===== src/rtl/bw1d_pkg.sv =====
// Shared types and constants for the 1D blend-weight core.
package bw1d_pkg;

    localparam int unsigned MAX_POINTS = 8;
    localparam int unsigned IDX_W      = $clog2(MAX_POINTS);
    localparam int unsigned CNT_W      = 4;
    localparam int unsigned VAL_W      = 16;
    localparam int unsigned WGT_W      = 16;
    localparam int unsigned FRAC_W     = 15;
    localparam int unsigned STEP_W     = $clog2(FRAC_W + 1);

    localparam logic [WGT_W-1:0] ONE_Q15  = WGT_W'(32768);
    localparam logic [WGT_W-1:0] ZERO_Q15 = '0;

    localparam logic FUNC_WRITE = 1'b0;
    localparam logic FUNC_EVAL  = 1'b1;

    typedef struct packed {
        logic                    func;
        logic [2:0]              point_index;
        logic signed [VAL_W-1:0] value;
    } in_t;

    typedef struct packed {
        logic [2:0]       weight_index;
        logic [WGT_W-1:0] weight;
        logic             last;
        logic             no_points;
    } out_t;

endpackage


===== src/rtl/blend_weights_1d_core.sv =====
// Top level of the 1D piecewise-linear blend-weight core.
//
//  channel   signals                  handshake
//  -------   ----------------------   -----------------------------------
//  command   start, busy, cmd         beat taken when start && !busy
//  result    strobe, result           one beat per strobe cycle, no stall
//  config    cfg_we, cfg_data         point_count written when cfg_we
//
// A point write is taken in the idle state and leaves the core idle. An
// evaluation first loads and clamps the input value, then handles each of up
// to eight points in turn, running the serial divider where the weight is
// fractional; the divider produces one quotient bit per cycle. No point in use
// gives one beat in the cycle after the command. Reset clears control state and
// point_count; the point table holds garbage until written. Results cannot be stalled.
module blend_weights_1d_core (
    input  logic                 clk,
    input  logic                 rst_n,
    input  logic                 start,
    output logic                 busy,
    input  bw1d_pkg::in_t        cmd,
    input  logic                 cfg_we,
    input  logic [3:0]           cfg_data,
    output logic                 strobe,
    output bw1d_pkg::out_t       result
);
    import bw1d_pkg::*;

    typedef enum logic [3:0] {
        S_IDLE,
        S_LD_LAST,
        S_CLAMP,
        S_RD_PI,
        S_RD_PN,
        S_EVAL,
        S_PREP,
        S_DIV,
        S_EMIT
    } state_t;

    state_t                  state_reg;
    logic [CNT_W-1:0]        pc_reg;
    logic [IDX_W-1:0]        cnt_m1_reg;
    logic signed [VAL_W-1:0] v_reg;
    logic signed [VAL_W-1:0] b_reg;
    logic                    low_reg;
    logic [IDX_W-1:0]        idx_reg;
    logic signed [VAL_W-1:0] pi_reg;
    logic                    ge_reg;
    logic signed [VAL_W:0]   num_reg;
    logic signed [VAL_W:0]   den_reg;
    logic [WGT_W-1:0]        w_reg;
    logic                    strobe_reg;
    out_t                    result_reg;
    logic                    div_start_reg;

    logic [VAL_W-1:0]        point_mem [MAX_POINTS];
    logic signed [VAL_W-1:0] rd_data_reg;
    logic [IDX_W-1:0]        rd_addr;

    logic                    accept;
    logic [CNT_W-1:0]        eff_cnt;
    logic                    ge;
    logic [VAL_W:0]          an_wide;
    logic [VAL_W:0]          ad_wide;
    logic                    div_done;
    logic [FRAC_W-1:0]       div_quot;

    assign accept  = start && (state_reg == S_IDLE);
    assign eff_cnt = (pc_reg > CNT_W'(MAX_POINTS)) ? CNT_W'(MAX_POINTS) : pc_reg;
    assign ge      = b_reg >= rd_data_reg;
    assign an_wide = num_reg[VAL_W] ? 17'(-num_reg) : 17'(num_reg);
    assign ad_wide = den_reg[VAL_W] ? 17'(-den_reg) : 17'(den_reg);

    always_comb
    begin
        case (state_reg)
            S_IDLE:    rd_addr = '0;
            S_LD_LAST: rd_addr = cnt_m1_reg;
            S_RD_PN:   rd_addr = ge ? idx_reg + IDX_W'(1) : idx_reg - IDX_W'(1);
            default:   rd_addr = idx_reg;
        endcase
    end

    always_ff @(posedge clk)
    begin
        if (accept && cmd.func == FUNC_WRITE)
        begin
            point_mem[cmd.point_index[IDX_W-1:0]] <= cmd.value;
        end
        rd_data_reg <= point_mem[rd_addr];
    end

    always_ff @(posedge clk or negedge rst_n)
    begin
        if (!rst_n)
        begin
            pc_reg <= '0;
        end
        else if (cfg_we)
        begin
            pc_reg <= cfg_data;
        end
    end

    bw1d_div u_div (
        .clk   (clk),
        .rst_n (rst_n),
        .start (div_start_reg),
        .num   (an_wide[VAL_W-1:0]),
        .den   (ad_wide[VAL_W-1:0]),
        .done  (div_done),
        .quot  (div_quot)
    );

    always_ff @(posedge clk or negedge rst_n)
    begin
        if (!rst_n)
        begin
            state_reg     <= S_IDLE;
            cnt_m1_reg    <= '0;
            v_reg         <= '0;
            b_reg         <= '0;
            low_reg       <= 1'b0;
            idx_reg       <= '0;
            pi_reg        <= '0;
            ge_reg        <= 1'b0;
            num_reg       <= '0;
            den_reg       <= '0;
            w_reg         <= '0;
            strobe_reg    <= 1'b0;
            result_reg    <= '0;
            div_start_reg <= 1'b0;
        end
        else
        begin
            strobe_reg    <= 1'b0;
            div_start_reg <= 1'b0;
            case (state_reg)
                S_IDLE:
                begin
                    if (accept && cmd.func == FUNC_EVAL)
                    begin
                        if (eff_cnt == '0)
                        begin
                            result_reg.weight_index <= '0;
                            result_reg.weight       <= ZERO_Q15;
                            result_reg.last         <= 1'b1;
                            result_reg.no_points    <= 1'b1;
                            strobe_reg              <= 1'b1;
                        end
                        else
                        begin
                            cnt_m1_reg <= IDX_W'(eff_cnt - CNT_W'(1));
                            v_reg      <= cmd.value;
                            state_reg  <= S_LD_LAST;
                        end
                    end
                end
                S_LD_LAST:
                begin
                    if (v_reg < rd_data_reg)
                    begin
                        b_reg   <= rd_data_reg;
                        low_reg <= 1'b1;
                    end
                    else
                    begin
                        b_reg   <= v_reg;
                        low_reg <= 1'b0;
                    end
                    state_reg <= S_CLAMP;
                end
                S_CLAMP:
                begin
                    if (!low_reg && v_reg > rd_data_reg)
                    begin
                        b_reg <= rd_data_reg;
                    end
                    idx_reg <= '0;
                    if (cnt_m1_reg == '0)
                    begin
                        w_reg     <= ONE_Q15;
                        state_reg <= S_EMIT;
                    end
                    else
                    begin
                        state_reg <= S_RD_PI;
                    end
                end
                S_RD_PI:
                begin
                    state_reg <= S_RD_PN;
                end
                S_RD_PN:
                begin
                    pi_reg <= rd_data_reg;
                    ge_reg <= ge;
                    if ((ge && idx_reg == cnt_m1_reg) || (!ge && idx_reg == '0))
                    begin
                        w_reg     <= ONE_Q15;
                        state_reg <= S_EMIT;
                    end
                    else
                    begin
                        state_reg <= S_EVAL;
                    end
                end
                S_EVAL:
                begin
                    if (ge_reg ? (rd_data_reg < b_reg) : (rd_data_reg > b_reg))
                    begin
                        w_reg     <= ZERO_Q15;
                        state_reg <= S_EMIT;
                    end
                    else if (pi_reg == rd_data_reg)
                    begin
                        w_reg     <= ONE_Q15;
                        state_reg <= S_EMIT;
                    end
                    else
                    begin
                        num_reg   <= 17'(b_reg) - 17'(rd_data_reg);
                        den_reg   <= 17'(pi_reg) - 17'(rd_data_reg);
                        state_reg <= S_PREP;
                    end
                end
                S_PREP:
                begin
                    if (num_reg == '0 || num_reg[VAL_W] != den_reg[VAL_W])
                    begin
                        w_reg     <= ZERO_Q15;
                        state_reg <= S_EMIT;
                    end
                    else if (an_wide >= ad_wide)
                    begin
                        w_reg     <= ONE_Q15;
                        state_reg <= S_EMIT;
                    end
                    else
                    begin
                        div_start_reg <= 1'b1;
                        state_reg     <= S_DIV;
                    end
                end
                S_DIV:
                begin
                    if (div_done)
                    begin
                        w_reg     <= {1'b0, div_quot};
                        state_reg <= S_EMIT;
                    end
                end
                S_EMIT:
                begin
                    result_reg.weight_index <= 3'(idx_reg);
                    result_reg.weight       <= w_reg;
                    result_reg.last         <= (idx_reg == cnt_m1_reg);
                    result_reg.no_points    <= 1'b0;
                    strobe_reg              <= 1'b1;
                    if (idx_reg == cnt_m1_reg)
                    begin
                        state_reg <= S_IDLE;
                    end
                    else
                    begin
                        idx_reg   <= idx_reg + IDX_W'(1);
                        state_reg <= S_RD_PI;
                    end
                end
                default:
                begin
                    state_reg <= S_IDLE;
                end
            endcase
        end
    end

    assign busy   = (state_reg != S_IDLE);
    assign strobe = strobe_reg;
    assign result = result_reg;

endmodule


===== src/rtl/bw1d_div.sv =====
// Bit-serial restoring divider: fractional quotient num/den, one bit per cycle.
module bw1d_div (
    input  logic                         clk,
    input  logic                         rst_n,
    input  logic                         start,
    input  logic [bw1d_pkg::VAL_W-1:0]   num,
    input  logic [bw1d_pkg::VAL_W-1:0]   den,
    output logic                         done,
    output logic [bw1d_pkg::FRAC_W-1:0]  quot
);
    import bw1d_pkg::*;

    logic                run_reg;
    logic                done_reg;
    logic [STEP_W-1:0]   step_reg;
    logic [VAL_W-1:0]    rem_reg;
    logic [VAL_W-1:0]    den_reg;
    logic [FRAC_W-1:0]   q_reg;
    logic [VAL_W:0]      shifted;
    logic [VAL_W:0]      diff;
    logic                fits;

    assign shifted = {rem_reg, 1'b0};
    assign diff    = shifted - {1'b0, den_reg};
    assign fits    = shifted >= {1'b0, den_reg};

    always_ff @(posedge clk or negedge rst_n)
    begin
        if (!rst_n)
        begin
            run_reg  <= 1'b0;
            done_reg <= 1'b0;
            step_reg <= '0;
            rem_reg  <= '0;
            den_reg  <= '0;
            q_reg    <= '0;
        end
        else
        begin
            done_reg <= 1'b0;
            if (start)
            begin
                run_reg  <= 1'b1;
                step_reg <= STEP_W'(FRAC_W);
                rem_reg  <= num;
                den_reg  <= den;
                q_reg    <= '0;
            end
            else if (run_reg)
            begin
                q_reg    <= {q_reg[FRAC_W-2:0], fits};
                rem_reg  <= fits ? diff[VAL_W-1:0] : shifted[VAL_W-1:0];
                step_reg <= step_reg - STEP_W'(1);
                if (step_reg == STEP_W'(1))
                begin
                    run_reg  <= 1'b0;
                    done_reg <= 1'b1;
                end
            end
        end
    end

    assign done = done_reg;
    assign quot = q_reg;

endmodule


===== config.mk =====
export PLATFORM = sky130hd
export DESIGN_NAME = blend_weights_1d_core
export DESIGN_NICKNAME = d
export VERILOG_FILES = /design/src/rtl/bw1d_pkg.sv /design/src/rtl/blend_weights_1d_core.sv /design/src/rtl/bw1d_div.sv
export SDC_FILE = /design/constraint.sdc
export NUM_CORES = 1
export LEC_CHECK = 0
export BUFFER_PORTS_ARGS = -buffer_cell sky130_fd_sc_hd__buf_2
export CELL_PAD_IN_SITES_DETAIL_PLACEMENT = 1
export CELL_PAD_IN_SITES_GLOBAL_PLACEMENT = 2
export CORE_MARGIN = 10
export CORE_UTILIZATION = 42
export CTS_CLUSTER_DIAMETER = 200
export DETAILED_ROUTE_END_ITERATION = 7
export GPL_TIMING_DRIVEN = 0
export PLACE_DENSITY_LB_ADDON = 0.1
export SLEW_MARGIN = 30
export SYNTH_ARGS = -nofsm -noshare
export SYNTH_HDL_FRONTEND = slang
export SYNTH_SLANG_ARGS = --single-unit

===== constraint.sdc =====
create_clock -name clk -period 6 [get_ports clk]
set_clock_uncertainty 0.1 [all_clocks]
set_input_delay 0.6 -clock clk [delete_from_list [all_inputs] [get_ports clk]]
set_output_delay 0.6 -clock clk [all_outputs]
set_load 0.05 [all_outputs]

# Yosys cells after proc, flatten, opt, wreduce, memory -nomap -nowiden
# Memory sizes are Yosys's and may differ from the RTL's. A register that Yosys moved wholly into a read port is not among the register bits.
# Cells that the tools add are included.
[op_classes] eq_ne=22 add_sub_neg=9 n_reduce_logical=28 muxes=55 n_lt_le_gt_ge=8 bitwise_logic=4
[op_table] op="$mux 16" count=12
[op_table] op="$pmux 16 s5" count=1
[op_table] op="$mux 4" count=12
[op_table] op="$mux 21" count=2
[op_table] op="$pmux 21 s2" count=1
[op_table] op="$pmux 4 s9" count=1
[op_table] op="$mux 17" count=2
[op_table] op="$neg 17->17" count=2
[op_table] op="$sub 16x16->17" count=2
[op_table] op="$gt 16x16->1" count=2
[op_table] op="$lt 16x16->1" count=2
[op_table] op="$pmux 16 s2" count=1
[op_table] op="$mux 15" count=2
[op_table] op="$ge 17x16->1" count=1
[op_table] op="$ge 17x17->1" count=1
[op_table] op="$logic_not 17->1" count=1
[op_table] op="$eq 16x16->1" count=1
[op_table] op="$eq 4x3->1 const B" count=4
[op_table] op="$ge 16x16->1" count=1
[op_table] op="$sub 16x16->16" count=1
[op_table] op="$mux 1" count=15
[op_table] op="$reduce_and 3->1" count=4
[op_table] op="$ne 2x2->1 const B" count=5
[op_table] op="$pmux 3 s3" count=1
[op_table] op="other kinds (26)" count=49
[word_totals] output_inout_bits=23 mem_count=1 ram_bits=128 ff_bits=190
[mem_list] name="point_mem" depth=8 width=16 rd=1 rd_clocked_by_memory_dff=1 write_ports=1 line_no="blend_weights_1d_core.sv:56" text="logic [VAL_W-1:0] point_mem [MAX_POINTS];"

# Longest topological paths before layout
# Gate-level depths: netlist (run 1).
[logic_depth] ltp_word=6 ltp_mapped=19 ltp_nobuf=17

# Modules after synthesis
# From an unflattened synthesis (run 1), not the netlist that was laid out.
[unflattened] cells_unflattened=1670 area_unflattened_um2=17939.7
[by_module_without_submodules] mod="blend_weights_1d_core" cells_each=1327 area_each_um2=14719.1 n_inst=1
[by_module_without_submodules] mod="bw1d_div" cells_each=343 area_each_um2=3220.6 n_inst=1

# Worst setup path before layout (run 1)
# No wires, ideal clock.
[synth_path] path_kind="register -> register" start="register num_reg[6]" end="register w_reg[15]" setup_time_ps=125 synth_period_minus_slack_ps=4155 arrival_ps=3930 path_buffers=1 setup_slack_ps=1845 stages_incl_launch_ff=17 path_cell_list="dfrtp_1 -> or4_1 -> or4_1 -> o21ai_1 -> nand2b_1 -> o41ai_1 -> xnor2_1 -> ha_1 -> and4_1 -> a31oi_1 -> nand3_1 -> o211ai_1 -> nand3_2 -> a221oi_2 -> o31a_1 -> buf_6 -> mux2_4"
[synth_via] elab_chain_cells=5 elab_cells_between_ends=9
[synth_lines] element="start: declaration" line_no="blend_weights_1d_core.sv:49" text="logic signed [VAL_W:0] num_reg;"
[synth_lines] element="start signal: assignment" line_no="blend_weights_1d_core.sv:222" text="num_reg <= 17'(b_reg) - 17'(rd_data_reg);"
[synth_lines] element="$neg 17->17" line_no="blend_weights_1d_core.sv:71" text="assign an_wide = num_reg[VAL_W] ? 17'(-num_reg) : 17'(num_reg);"
[synth_lines] element="$mux 17" line_no="blend_weights_1d_core.sv:71"
[synth_lines] element="$ge 17x17->1" line_no="blend_weights_1d_core.sv:234" text="else if (an_wide >= ad_wide)"
[synth_lines] element="$ne 3x3->1 (no line)"
[synth_lines] element="$reduce_and 6->1 (no line)"
[synth_lines] element="end signal: assignment" line_no="blend_weights_1d_core.sv:249" text="w_reg <= {1'b0, div_quot};"
[synth_lines] element="end: declaration" line_no="blend_weights_1d_core.sv:51" text="logic [WGT_W-1:0] w_reg;"
# Several ways; a longest one is shown, not always the timed one.
# A chain may end at the register's enable or synchronous reset.

# Worst setup path in the final report (run 1)
[layout_path] start="register num_reg[4]" end="register w_reg[15]"
# The elaborated chain is that of the path after synthesis.

==> key figures, run 1 <==
Logic synthesis
  – Netlist cell types: about 80
  – Synth area leaders: dfrtp_1 27%, edfxtp_1 21%, ha_1 6.2%
  – Yosys warnings: 0
  – Primary FF master, synth: dfrtp_1
  – Netlist Area Pre-Place: 0.0179 mm^2
  – Synth Net Count: ~1800
  – Number of synthesized flops with an enable pin: 128
  – Synth cell count leaders: 195 x nand2_1, 190 x dfrtp_1, 130 x o21ai_0
  – Synth top area share: 0.265
  – Post-synthesis async set-or-reset flop share: 0.569
  – Seq/Total Area, Yosys: 0.498
  – Leading area contributor after synthesis: dfrtp_1
  – Mean Syn Cell Area: approximately 10 um^2
  – Synthesized instance count: around 1700
  – Yosys reg bits: 334
  – Count leader, synth: nand2_1

Clock tree
  – Post-CTS setup buffer count: 0
  – Clk sinks: ~330
  – Clock buffer count from CTS: 39
  – CTS-repair resized insts: 0
  – CTS Buffer Depth: 3
  – CTS root buf: clkbuf_16
  – Reg clk slew, reported paths: 0.06 ns
  – TritonCTS clock tree: yes
  – H-tree depth: 2
  – Clk_lat worst skew: ~0.57 ns

Global route
  – GRT Util Overall: 0.208
  – Vias in the first global route: 14700
  – Largest net degree at the start of global routing: 85
  – Remaining global-route overflow: 0
  – Initial antenna violation count: 0
  – First-pass GRT wire length: approximately 84000 um

STA
  – Fin. Hold Viols: 0
  – Final count of negative-setup-slack endpoints: 0
  – Fin crit share: 0.771
  – Max_slew headroom: 0.346
  – Worst-Margin Slew: 0.968 ns
  – Hold slack: between 0.15 and 0.2 ns
  – RSZ-0062 raised after global routing: false
  – Max-slew violations: 0
  – Final worst path period need: 4.62 ns
  – Fin Setup TNS: 0 ns
  – Maximum clock frequency: approximately 0.22 GHz

Routing
  – DR vias/cell: ~5.7
  – Routed length per placed instance: between 20 and 25 um
  – Initial DRC count: around 740
  – Drt drc: 0
  – DRT Pass-1 Iters: 5
  – WL final: around 53000 um
  – Post-route ant nets: 0
  – Via count: around 14000

Cells and area
  – Nets@finish: 1940
  – Fin area: around 0.02 mm^2
  – Antenna diodes: 0
  – Core Util, Final: 0.481
  – Largest register FFs: ~130
  – Layout area overhead: 12.8%
  – Filler Cell Count: ~4700
  – Layout cells sized above 1: 0.106

Power
  – Power per cell area: around 640 mW/mm^2
  – Net Sw Power: between 0.005 and 0.006 W
  – Tot Pwr: ~0.013 W
  – Net Sw Frac: 0.454
  – Pint: about 0.0071 W
  – Leakage power: 8.49 nW
  – Maximum VDD drop: between 300 and 400 uV
  – Flop pwr share: 0.260
  – Comb pwr share: 0.567
  – Clk pwr share: 0.174

Floorplan
  – Die W: 227 um
  – # rows: 75
  – Die Area: 0.0513 mm^2
  – Core area: between 0.04 and 0.05 mm^2
  – Starting Density: 0.426
  – Die height: between 200 and 250 um
  – Io pins: around 50

Worst setup path
  – R2r startpoint: num_reg[4]$_DFFE_PN0P_
  – Worst R2R End: w_reg[15]$_DFFE_PN0P_
  – CP max stage delay: between 0.5 and 0.6 ns
  – Worst Path Max Fanout: 8
  – Worst EP required: 6.35 ns
  – Slowest-stage cell, CP: or4_1
  – End of the critical path: w_reg[15]$_DFFE_PN0P_
  – Worst-path cell chain: or4_1, or4_1, o21ai_1, nand2b_1, o41ai_1, xnor2_1, ha_1, and4_1, a31oi_1, nand3_1, o211ai_1, nand3_2, a221oi_2, o31a_1, buf_6, mux2_4
  – Setup CP Type: reg2reg
  – Most used cell, CP: or4_1
  – Reg2Reg Depth: 16
  – CP startpoint kind: register
  – Worst setup startpoint: num_reg[4]$_DFFE_PN0P_
  – Critical Path AT: about 5 ns
  – Endpoint type of the worst setup path: register
  – Setup slack, reg-to-reg: 1.38 ns

Place
  – DP Area: roughly 0.019 mm^2
  – Port Buffer Count: 50
  – Post-DP HPWL: around 40000 um
  – Gpl congestion: between 0.8 and 0.9

Hold path
  – Hold Path Origin: cfg_data[3]
  – Min-delay worst type: in2reg

Status
  – Outcome: finished clean

Job
  – Total of max-cap violations: 0
-- logic make-up after synthesis --
logic type      share of synthesized area
mux                                0.0680
flops                               0.498
simple gates                        0.128
buf+inv                            0.0356
fa+ha+maj                          0.0655
xor+xnor                           0.0362
compound gates                      0.169
-- worst max-delay path: cells and delay by family (launching register included) --
family                   cells  cell delay, ns
XOR/XNOR                     1            0.22
AND/OR/NAND/NOR              6            1.63
AO/OA/AOI/OAI                6            1.36
flip-flops                   1            0.44
buffers and inverters        1            0.15
adder cells (fa/ha/maj)      1            0.30
multiplexers                 1            0.30
-- power groups by stage --
| stage | Combinational (W) | Sequential (W) | Clock, W |
|---|---|---|---|
| floorplan | 0.00526 | 0.00329 | 0 |
| global placement | 0.00716 | 0.00338 | 0 |
| detailed placement | 0.00731 | 0.00340 | 0 |
| CTS | 0.00737 | 0.00336 | 0.00231 |
| global route | 0.00815 | 0.00343 | 0.00240 |
| finish | 0.00733 | 0.00336 | 0.00225 |
-- how the worst min path moves through the flow --
stage                                 end  depth (start not counted)
finish              pc_reg[3]$_DFFE_PN0P_                          2
global route        pc_reg[2]$_DFFE_PN0P_                          2
CTS                 pc_reg[3]$_DFFE_PN0P_                          2
detailed placement  result[9]$_DFFE_PN0P_                          2
global placement    result[3]$_DFFE_PN0P_                          2
floorplan            b_reg[0]$_DFFE_PN0P_                          0
-- repair_timing --
| action | in CTS | in global routing |
|---|---|---|
| hold buffers | 1 | 0 |
| hold endpoints to repair | 30 | 0 |
| endpoints found under the setup margin | 0 | 0 |
-- layer usage --
metal  track usage  wire length, um
met1         0.247            22700
met2         0.385            27700
met3        0.0231             1450
met4        0.0667             1340
met5             0                0
-- layout by cell type (no fill, tap or decap), types with 13 or more instances in the layout --
master and n:
nand2_1 195, dfrtp_1 190, o21ai_0 130, edfxtp_1 128, nor2_1 113, mux2i_1 91, a21oi_1 90, ha_1 89
clkbuf_1 65, buf_2 64, inv_1 59, xnor2_1 41, clkbuf_16 41, o22ai_1 35, nor3_1 30, xor2_1 28
nand3_1 28, o31ai_1 28, mux2_2 26, a21o_1 23, o211ai_1 20, nand2b_1 19, a22o_1 18, nor2b_1 16
dfxtp_1 16, o21a_1 15, a221oi_1 15, nand4_1 14, nor3b_1 14, a32oi_1 13
-- final cells by class --
| cell class | count | area, um^2 | share of cell area |
|---|---|---|---|
| clock buffer | 57 | 1130 | 0.0557 |
| multi-input combinational | 1240 | 8420 | 0.417 |
| buffer | 88 | 413 | 0.0204 |
| clock inverter | 15 | 78.8 | 0.00390 |
| sequential | 334 | 8920 | 0.441 |
| timing repair buffer | 57 | 355 | 0.0176 |
| inverter | 60 | 225 | 0.0111 |
| tap | 539 | 674 | 0.0334 |
-- metrics by stage --
step                worst slack, ns  std cells
floorplan                      1.84       1722
global placement              0.856       2311
detailed placement             1.33       2317
CTS                            1.32       2390
global route                   1.08       2390
finish                         1.38       2390
Note: power is estimated with default switching activity, not from simulation.
==> inputs of run 2 (changes only) <==
--- a/config.mk
+++ b/config.mk
@@ -5,11 +5,12 @@
 export SDC_FILE = /design/constraint.sdc
 export NUM_CORES = 1
 export LEC_CHECK = 0
+export ABC_AREA = 1
 export BUFFER_PORTS_ARGS = -buffer_cell sky130_fd_sc_hd__buf_2
 export CELL_PAD_IN_SITES_DETAIL_PLACEMENT = 1
 export CELL_PAD_IN_SITES_GLOBAL_PLACEMENT = 2
 export CORE_MARGIN = 10
-export CORE_UTILIZATION = 42
+export CORE_UTILIZATION = 40
 export CTS_CLUSTER_DIAMETER = 200
 export DETAILED_ROUTE_END_ITERATION = 7
 export GPL_TIMING_DRIVEN = 0
==> constraint.sdc (replaced) <==
create_clock -name clk -period 4.4 [get_ports clk]
set_clock_uncertainty 0.1 [all_clocks]
set_input_delay 0.44 -clock clk [delete_from_list [all_inputs] [get_ports clk]]
set_output_delay 0.44 -clock clk [all_outputs]
set_load 0.05 [all_outputs]
==> key figures, run 2 <==
Status
  – Outcome: finished clean (unchanged)

Logic synthesis
  – Synth Net Count: 2015 (was 1842)
  – Netlist cell types: 59 (was 78)
  – Count leader, synth: nand2_1 (unchanged)
  – Synth top area share: 0.273 (was 0.265)
  – Leading area contributor after synthesis: dfrtp_1 (unchanged)
  – Yosys warnings: 0 (unchanged)
  – Seq/Total Area, Yosys: 0.512 (was 0.498)
  – Yosys reg bits: 334 (unchanged)
  – Post-synthesis async set-or-reset flop share: 0.569 (unchanged)
  – Mean Syn Cell Area: 9.20 um^2 (was 10.4 um^2)
  – Synth area leaders: dfrtp_1 27%, edfxtp_1 22%, nand2_1 10% (was dfrtp_1 27%, edfxtp_1 21%, ha_1 6.2%)
  – Synth cell count leaders: 486 x nand2_1, 209 x inv_1, 190 x dfrtp_1 (was 195 x nand2_1, 190 x dfrtp_1, 130 x o21ai_0)
  – Synthesized instance count: 1895 (was 1722)
  – Netlist Area Pre-Place: 0.0174 mm^2 (was 0.0179 mm^2)
  – Number of synthesized flops with an enable pin: 128 (unchanged)
  – Primary FF master, synth: dfrtp_1 (unchanged)

Power
  – Power per cell area: 853 mW/mm^2 (was 640 mW/mm^2)
  – Leakage power: 9.16 nW (was 8.49 nW)
  – Maximum VDD drop: 400 uV (was 359 uV)

Clock tree
  – Clock buffer count from CTS: 41 (was 39)
  – CTS root buf: clkbuf_16 (unchanged)
  – Reg clk slew, reported paths: 0.06 ns (about the same)
  – Clk sinks: 334 (unchanged)
  – Clk_lat worst skew: 0.58 ns (was 0.57 ns)
  – TritonCTS clock tree: yes (unchanged)
  – H-tree depth: 2 (unchanged)
  – CTS Buffer Depth: 3 (unchanged)
  – Post-CTS setup buffer count: 0 (unchanged)

Place
  – Gpl congestion: 0.832 (was 0.836)
  – DP Area: 0.0186 mm^2 (was 0.0190 mm^2)
  – Port Buffer Count: 50 (unchanged)
  – Post-DP HPWL: 38300 um (was 39700 um)
  – DP Cell Count: 2548 (was 2317)

Cells and area
  – Most common cell after layout, fill and taps aside: nand2_1 (unchanged)
  – Final std cells w/o fill: 2628 (was 2390)
  – Commonest non-fill, non-tap cells in the layout: 486 x nand2_1, 209 x inv_1, 190 x dfrtp_1 (was 195 x nand2_1, 190 x dfrtp_1, 130 x o21ai_0)
  – Filler Cell Count: 5008 (was 4662)
  – Antenna diodes: 0 (unchanged)
  – Layout area overhead: 15.5% (was 12.8%)
  – Fin area: 0.0201 mm^2 (was 0.0202 mm^2)
  – Register area: 0.00892 mm^2 (unchanged)
  – Layout cells sized above 1: 0.106 (about the same)
  – Largest register FFs: 128 (unchanged)
  – Area of the multi-input gates: 0.00740 mm^2 (was 0.00842 mm^2)
  – Nets@finish: 2131 (was 1940)

STA
  – RSZ-0062 raised after global routing: false (unchanged)
  – Final count of negative-setup-slack endpoints: 0 (unchanged)
  – Final worst path period need: 4.03 ns (was 4.62 ns)
  – Fin Setup TNS: 0 ns (unchanged)
  – Max-slew violations: 0 (unchanged)
  – Fin. Hold Viols: 0 (unchanged)
  – Maximum clock frequency: 0.248 GHz (was 0.216 GHz)
  – Max_slew headroom: 0.457 (was 0.346)
  – Fin crit share: 0.916 (was 0.771)
  – Worst-Margin Slew: 0.811 ns (was 0.968 ns)

Worst setup path
  – Critical Path AT: 4.38 ns (was 4.97 ns)
  – Endpoint type of the worst setup path: register (unchanged)
  – Worst Path Max Fanout: 10 (was 8)
  – CP startpoint kind: register (unchanged)
  – Worst EP required: 4.75 ns (was 6.35 ns)
  – Setup CP Type: reg2reg (unchanged)

Job
  – Total of max-cap violations: 0 (unchanged)

Floorplan
  – Die height: 229 um (was 227 um)
  – Starting Density: 0.405 (was 0.426)
  – Die Area: 0.0523 mm^2 (was 0.0513 mm^2)
  – Core area: 0.0431 mm^2 (was 0.0420 mm^2)
  – # rows: 76 (was 75)
  – Die W: 229 um (was 227 um)
  – Io pins: 51 (unchanged)

Routing
  – DRT Pass-1 Iters: 5 (unchanged)
  – Drt drc: 0 (unchanged)
  – Routed length per placed instance: 18.9 um (was 22.2 um)
  – Initial DRC count: 596 (was 741)
  – WL final: 49700 um (was 53100 um)
  – Via count: 13300 (was 13600)
  – DR vias/cell: 5.06 (was 5.71)
  – Post-route ant nets: 0 (unchanged)

Hold path
  – Min-delay worst type: in2reg (unchanged)

Global route
  – First-pass GRT wire length: 80000 um (was 83800 um)
  – Largest net degree at the start of global routing: 73 (was 85)
  – GRT Util Overall: 0.190 (was 0.208)
  – Initial antenna violation count: 0 (unchanged)
  – Remaining global-route overflow: 0 (unchanged)
  – Vias in the first global route: 14500 (was 14700)
==> run 2: cell count changes after synthesis, sizes merged, moves of 17 or more <==
cell	change
nor2	-33
a21oi	-35
nand2	+302
xor2	+17
a21o	-20
o31ai	-25
mux2i	-59
clkbuf	-21
inv	+154
mux2	-25
nand2b	-18
o22ai	-19
nand3	+108
==> run 2: what timing repair did <==
item	in CTS	in global routing
hold buffers	5	0
endpoints found under the hold margin	66	0
gates resized for setup	0	1
setup endpoints to repair	0	17
==> run 2: final timing paths <==
check                                        from                            to  slack [ns]  depth (start not counted)
setup reg to reg           den_reg[0]$_DFFE_PN0P_         w_reg[10]$_DFFE_PN0P_        0.37                         18
setup / recovery           den_reg[0]$_DFFE_PN0P_         w_reg[10]$_DFFE_PN0P_        0.37                         18
min in group asynchronous                   rst_n  u_div.den_reg[7]$_DFFE_PN0P_        0.31                          2
hold reg to reg              w_reg[5]$_DFFE_PN0P_          w_reg[5]$_DFFE_PN0P_        0.38                          2
max in group asynchronous                   rst_n         v_reg[11]$_DFFE_PN0P_        3.14                          3
hold / removal                             cfg_we         pc_reg[3]$_DFFE_PN0P_        0.04                          2
==> run 2: layer usage <==
layer  global-route usage  wire (um)  up-vias
met5                    0          0        -
met4               0.0581       1190        0
met3               0.0238       1010       72
met2                0.349      25800      120
met1                0.226      21700     6514
li1                     -          -     6582
==> run 2: layout make-up <==
class / instances / area share
clock inverter: 16 / 0.0118
buffer: 61 / 0.0173
clock buffer: 59 / 0.0594
timing repair buffer: 73 / 0.0241
multi-input combinational: 1286 / 0.368
inverter: 214 / 0.0402
sequential: 334 / 0.443
tap: 585 / 0.0364
==> run 2: cell families after synthesis <==
logic type	Yosys count	share of synthesized area
XOR/XNOR	72	0.0362
buffers and inverters	275	0.0664
AND/OR/NAND/NOR	782	0.196
AO/OA/AOI/OAI	306	0.103
flip-flops	334	0.512
multiplexers	34	0.0197
adder cells (fa/ha/maj)	92	0.0673
==> run 2: worst max-delay path, cell delays in order, from the launching register on <==
cell      delay [ns]
dfrtp_1         0.44
nor3_1          0.42
nand3_1         0.26
nor2_1          0.15
nand3_1         0.10
nor3_1          0.28
nand3_1         0.11
nand2_1         0.09
xor2_1          0.30
inv_1           0.08
ha_1            0.33
nand3_1         0.08
nor4_1          0.18
nand3b_1        0.26
nand4_2         0.24
nand4_4         0.18
buf_6           0.20
nand2_1         0.06
nand2_1         0.05
==> run 2: report_power, final <==
part	total (W)	internal [W]	switching [W]
combinational	0.00912	0.00314	0.00598
clock	0.00354	0.00219	0.00136
sequential	0.00450	0.00396	0.000535
total	0.0172	0.00929	0.00787
==> run 2: per-stage QoR <==
step | util | total power (W) | worst slack (ns) | hold WS (ns)
floorplan | - | 0.0110 | 1.37 | 0.0444
global placement | 0.427 | 0.0135 | -0.668 | 0.361
detailed placement | 0.433 | 0.0137 | 0.117 | 0.325
CTS | 0.467 | 0.0174 | 0.104 | 0.0209
global route | 0.467 | 0.0187 | 0.00174 | 0.0800
finish | 0.467 | 0.0172 | 0.371 | 0.0439
==> inputs of run 3 (changes only) <==
==> constraint.sdc (replaced) <==
create_clock -name clk -period 4.4 [get_ports clk]
set_clock_uncertainty 0.1 [all_clocks]
set_input_delay 0.88 -clock clk [delete_from_list [all_inputs] [get_ports clk]]
set_output_delay 0.88 -clock clk [all_outputs]
set_load 0.05 [all_outputs]
==> key figures, run 3 (synthesis gave the netlist of run 2 again) <==
Power
  – Maximum VDD drop: 401 uV (was 400 uV)
  – Leakage power: 9.14 nW (was 9.16 nW)
  – Tot Pwr: 0.0172 W (about the same)
  – Power per cell area: 855 mW/mm^2 (was 853 mW/mm^2)

Cells and area
  – Commonest non-fill, non-tap cells in the layout: 486 x nand2_1, 209 x inv_1, 190 x dfrtp_1 (unchanged)
  – Filler Cell Count: 5009 (was 5008)
  – Antenna diodes: 0 (unchanged)
  – Largest register FFs: 128 (unchanged)
  – Most common cell after layout, fill and taps aside: nand2_1 (unchanged)
  – Nets@finish: 2126 (was 2131)
  – Final std cells w/o fill: 2623 (was 2628)
  – Layout area overhead: 15.2% (was 15.5%)
  – Layout cells sized above 1: 0.106 (about the same)

Routing
  – Routed length per placed instance: 18.9 um (about the same)
  – WL final: 49600 um (was 49700 um)
  – DR vias/cell: 5.06 (about the same)
  – Via count: 13300 (about the same)
  – Initial DRC count: 608 (was 596)
  – DRT Pass-1 Iters: 5 (unchanged)
  – Drt drc: 0 (unchanged)
  – Post-route ant nets: 0 (unchanged)

Place
  – Place WS: 0.117 ns (unchanged)
  – Gpl congestion: 0.832 (unchanged)
  – Post-DP HPWL: 38300 um (unchanged)
  – Port Buffer Count: 50 (unchanged)
  – DP Cell Count: 2548 (unchanged)

Worst setup path
  – Critical Path AT: 4.37 ns (was 4.38 ns)
  – CP startpoint kind: register (unchanged)
  – Worst EP required: 4.75 ns (about the same)
  – Endpoint type of the worst setup path: register (unchanged)
  – Worst Path Max Fanout: 10 (unchanged)
  – Setup CP Type: reg2reg (unchanged)

Global route
  – Remaining global-route overflow: 0 (unchanged)
  – GRT Util Overall: 0.190 (about the same)
  – Initial antenna violation count: 0 (unchanged)
  – Met1 Usage GRT: 0.226 (about the same)
  – First-pass GRT wire length: 79800 um (was 80000 um)
  – M2 GR Usage: 0.349 (about the same)
  – GR peak layer: met2 (unchanged)
  – Met3 GRT Util: 0.0238 (unchanged)
  – Vias in the first global route: 14400 (was 14500)
  – Largest net degree at the start of global routing: 73 (unchanged)

Floorplan
  – Die height: 229 um (unchanged)
  – Io pins: 51 (unchanged)
  – Die W: 229 um (unchanged)
  – Die Area: 0.0523 mm^2 (unchanged)
  – # rows: 76 (unchanged)
  – Starting Density: 0.405 (unchanged)
  – Core area: 0.0431 mm^2 (unchanged)

Job
  – Total of max-cap violations: 0 (unchanged)

STA
  – Max-slew violations: 0 (unchanged)
  – Final count of negative-setup-slack endpoints: 0 (unchanged)
  – Max_slew headroom: 0.457 (about the same)
  – Final setup margin: 0.374 ns (was 0.371 ns)
  – Final worst path period need: 4.03 ns (about the same)
  – RSZ-0062 raised after global routing: false (unchanged)
  – Maximum clock frequency: 0.248 GHz (about the same)
  – Worst-Margin Slew: 0.812 ns (was 0.811 ns)
  – Fin crit share: 0.915 (was 0.916)
  – Fin. Hold Viols: 0 (unchanged)

Clock tree
  – Reg clk slew, reported paths: 0.06 ns (about the same)
  – H-tree depth: 2 (unchanged)
  – Clk_lat worst skew: 0.58 ns (about the same)
  – CTS root buf: clkbuf_16 (unchanged)
  – Clock buffer count from CTS: 41 (unchanged)
  – Clk sinks: 334 (unchanged)
  – CTS Buffer Depth: 3 (unchanged)
  – Hold-fix buffers, CTS: 0 (was 5)
  – TritonCTS clock tree: yes (unchanged)

Status
  – Outcome: finished clean (unchanged)

Hold path
  – Min-delay worst type: in2async (was in2reg)
## run 3: layout make-up
cell class | instances | area (um^2) | area share
clock buffers | 59 | 1190 | 0.0595
flip-flops and latches | 334 | 8920 | 0.444
well taps | 585 | 732 | 0.0365
clock inverters | 16 | 238 | 0.0118
plain buffers | 61 | 349 | 0.0174
repair buffers | 68 | 435 | 0.0217
multi-input cells | 1286 | 7400 | 0.369
inverters | 214 | 808 | 0.0403
## run 3: path summary, 6_finish.rpt
check | startpoint | depth (start not counted) | slack [ns] | end
worst max-delay path | den_reg[0]$_DFFE_PN0P_ | 18 | 0.37 | w_reg[10]$_DFFE_PN0P_
worst min-delay path | rst_n | 1 | 0.15 | u_div.den_reg[7]$_DFFE_PN0P_
worst max register to register | den_reg[0]$_DFFE_PN0P_ | 18 | 0.37 | w_reg[10]$_DFFE_PN0P_
worst min register to register | w_reg[5]$_DFFE_PN0P_ | 2 | 0.38 | w_reg[5]$_DFFE_PN0P_
max in group asynchronous | rst_n | 2 | 3.30 | v_reg[11]$_DFFE_PN0P_
min in group clk | w_reg[5]$_DFFE_PN0P_ | 2 | 0.38 | w_reg[5]$_DFFE_PN0P_
## run 3: repair_timing
action	in CTS	in global routing
setup buffers	0	0
gates resized for setup	0	1
setup endpoints to repair	0	17
## run 3: critical path, stage by stage (launching register included)
cell and delay (ns):
dfrtp_1 0.43, nor3_1 0.41, nand3_1 0.27, nor2_1 0.16
nand3_1 0.10, nor3_1 0.28, nand3_1 0.11, nand2_1 0.09
xor2_1 0.29, inv_1 0.08, ha_1 0.33, nand3_1 0.08
nor4_1 0.18, nand3b_1 0.26, nand4_2 0.24, nand4_4 0.18
buf_6 0.20, nand2_1 0.06, nand2_1 0.05
## run 3: metrics by stage
stage | hold WS (ns) | instance area [um^2] | utilization | setup TNS [ns]
floorplan | 0.342 | 17400 | - | 0
global placement | 0.361 | 18400 | 0.427 | -205.40
detailed placement | 0.371 | 18600 | 0.433 | 0
CTS | 0.177 | 20100 | 0.466 | 0
global route | 0.204 | 20100 | 0.466 | 0
finish | 0.152 | 20100 | 0.466 | 0
## run 3: report_power, final
group / leakage (nW) / internal (W) / total [W] / switching (W)
registers: 3.76 / 0.00396 / 0.00450 / 0.000535
logic: 4.68 / 0.00314 / 0.00911 / 0.00597
clock network: 0.698 / 0.00219 / 0.00355 / 0.00136
## run 3: metal layers
metal,share of wire,up-vias
li1,-,6574
met1,0.44,6515
met2,0.52,111
met3,0.021,75
met4,0.024,0
met5,0,-
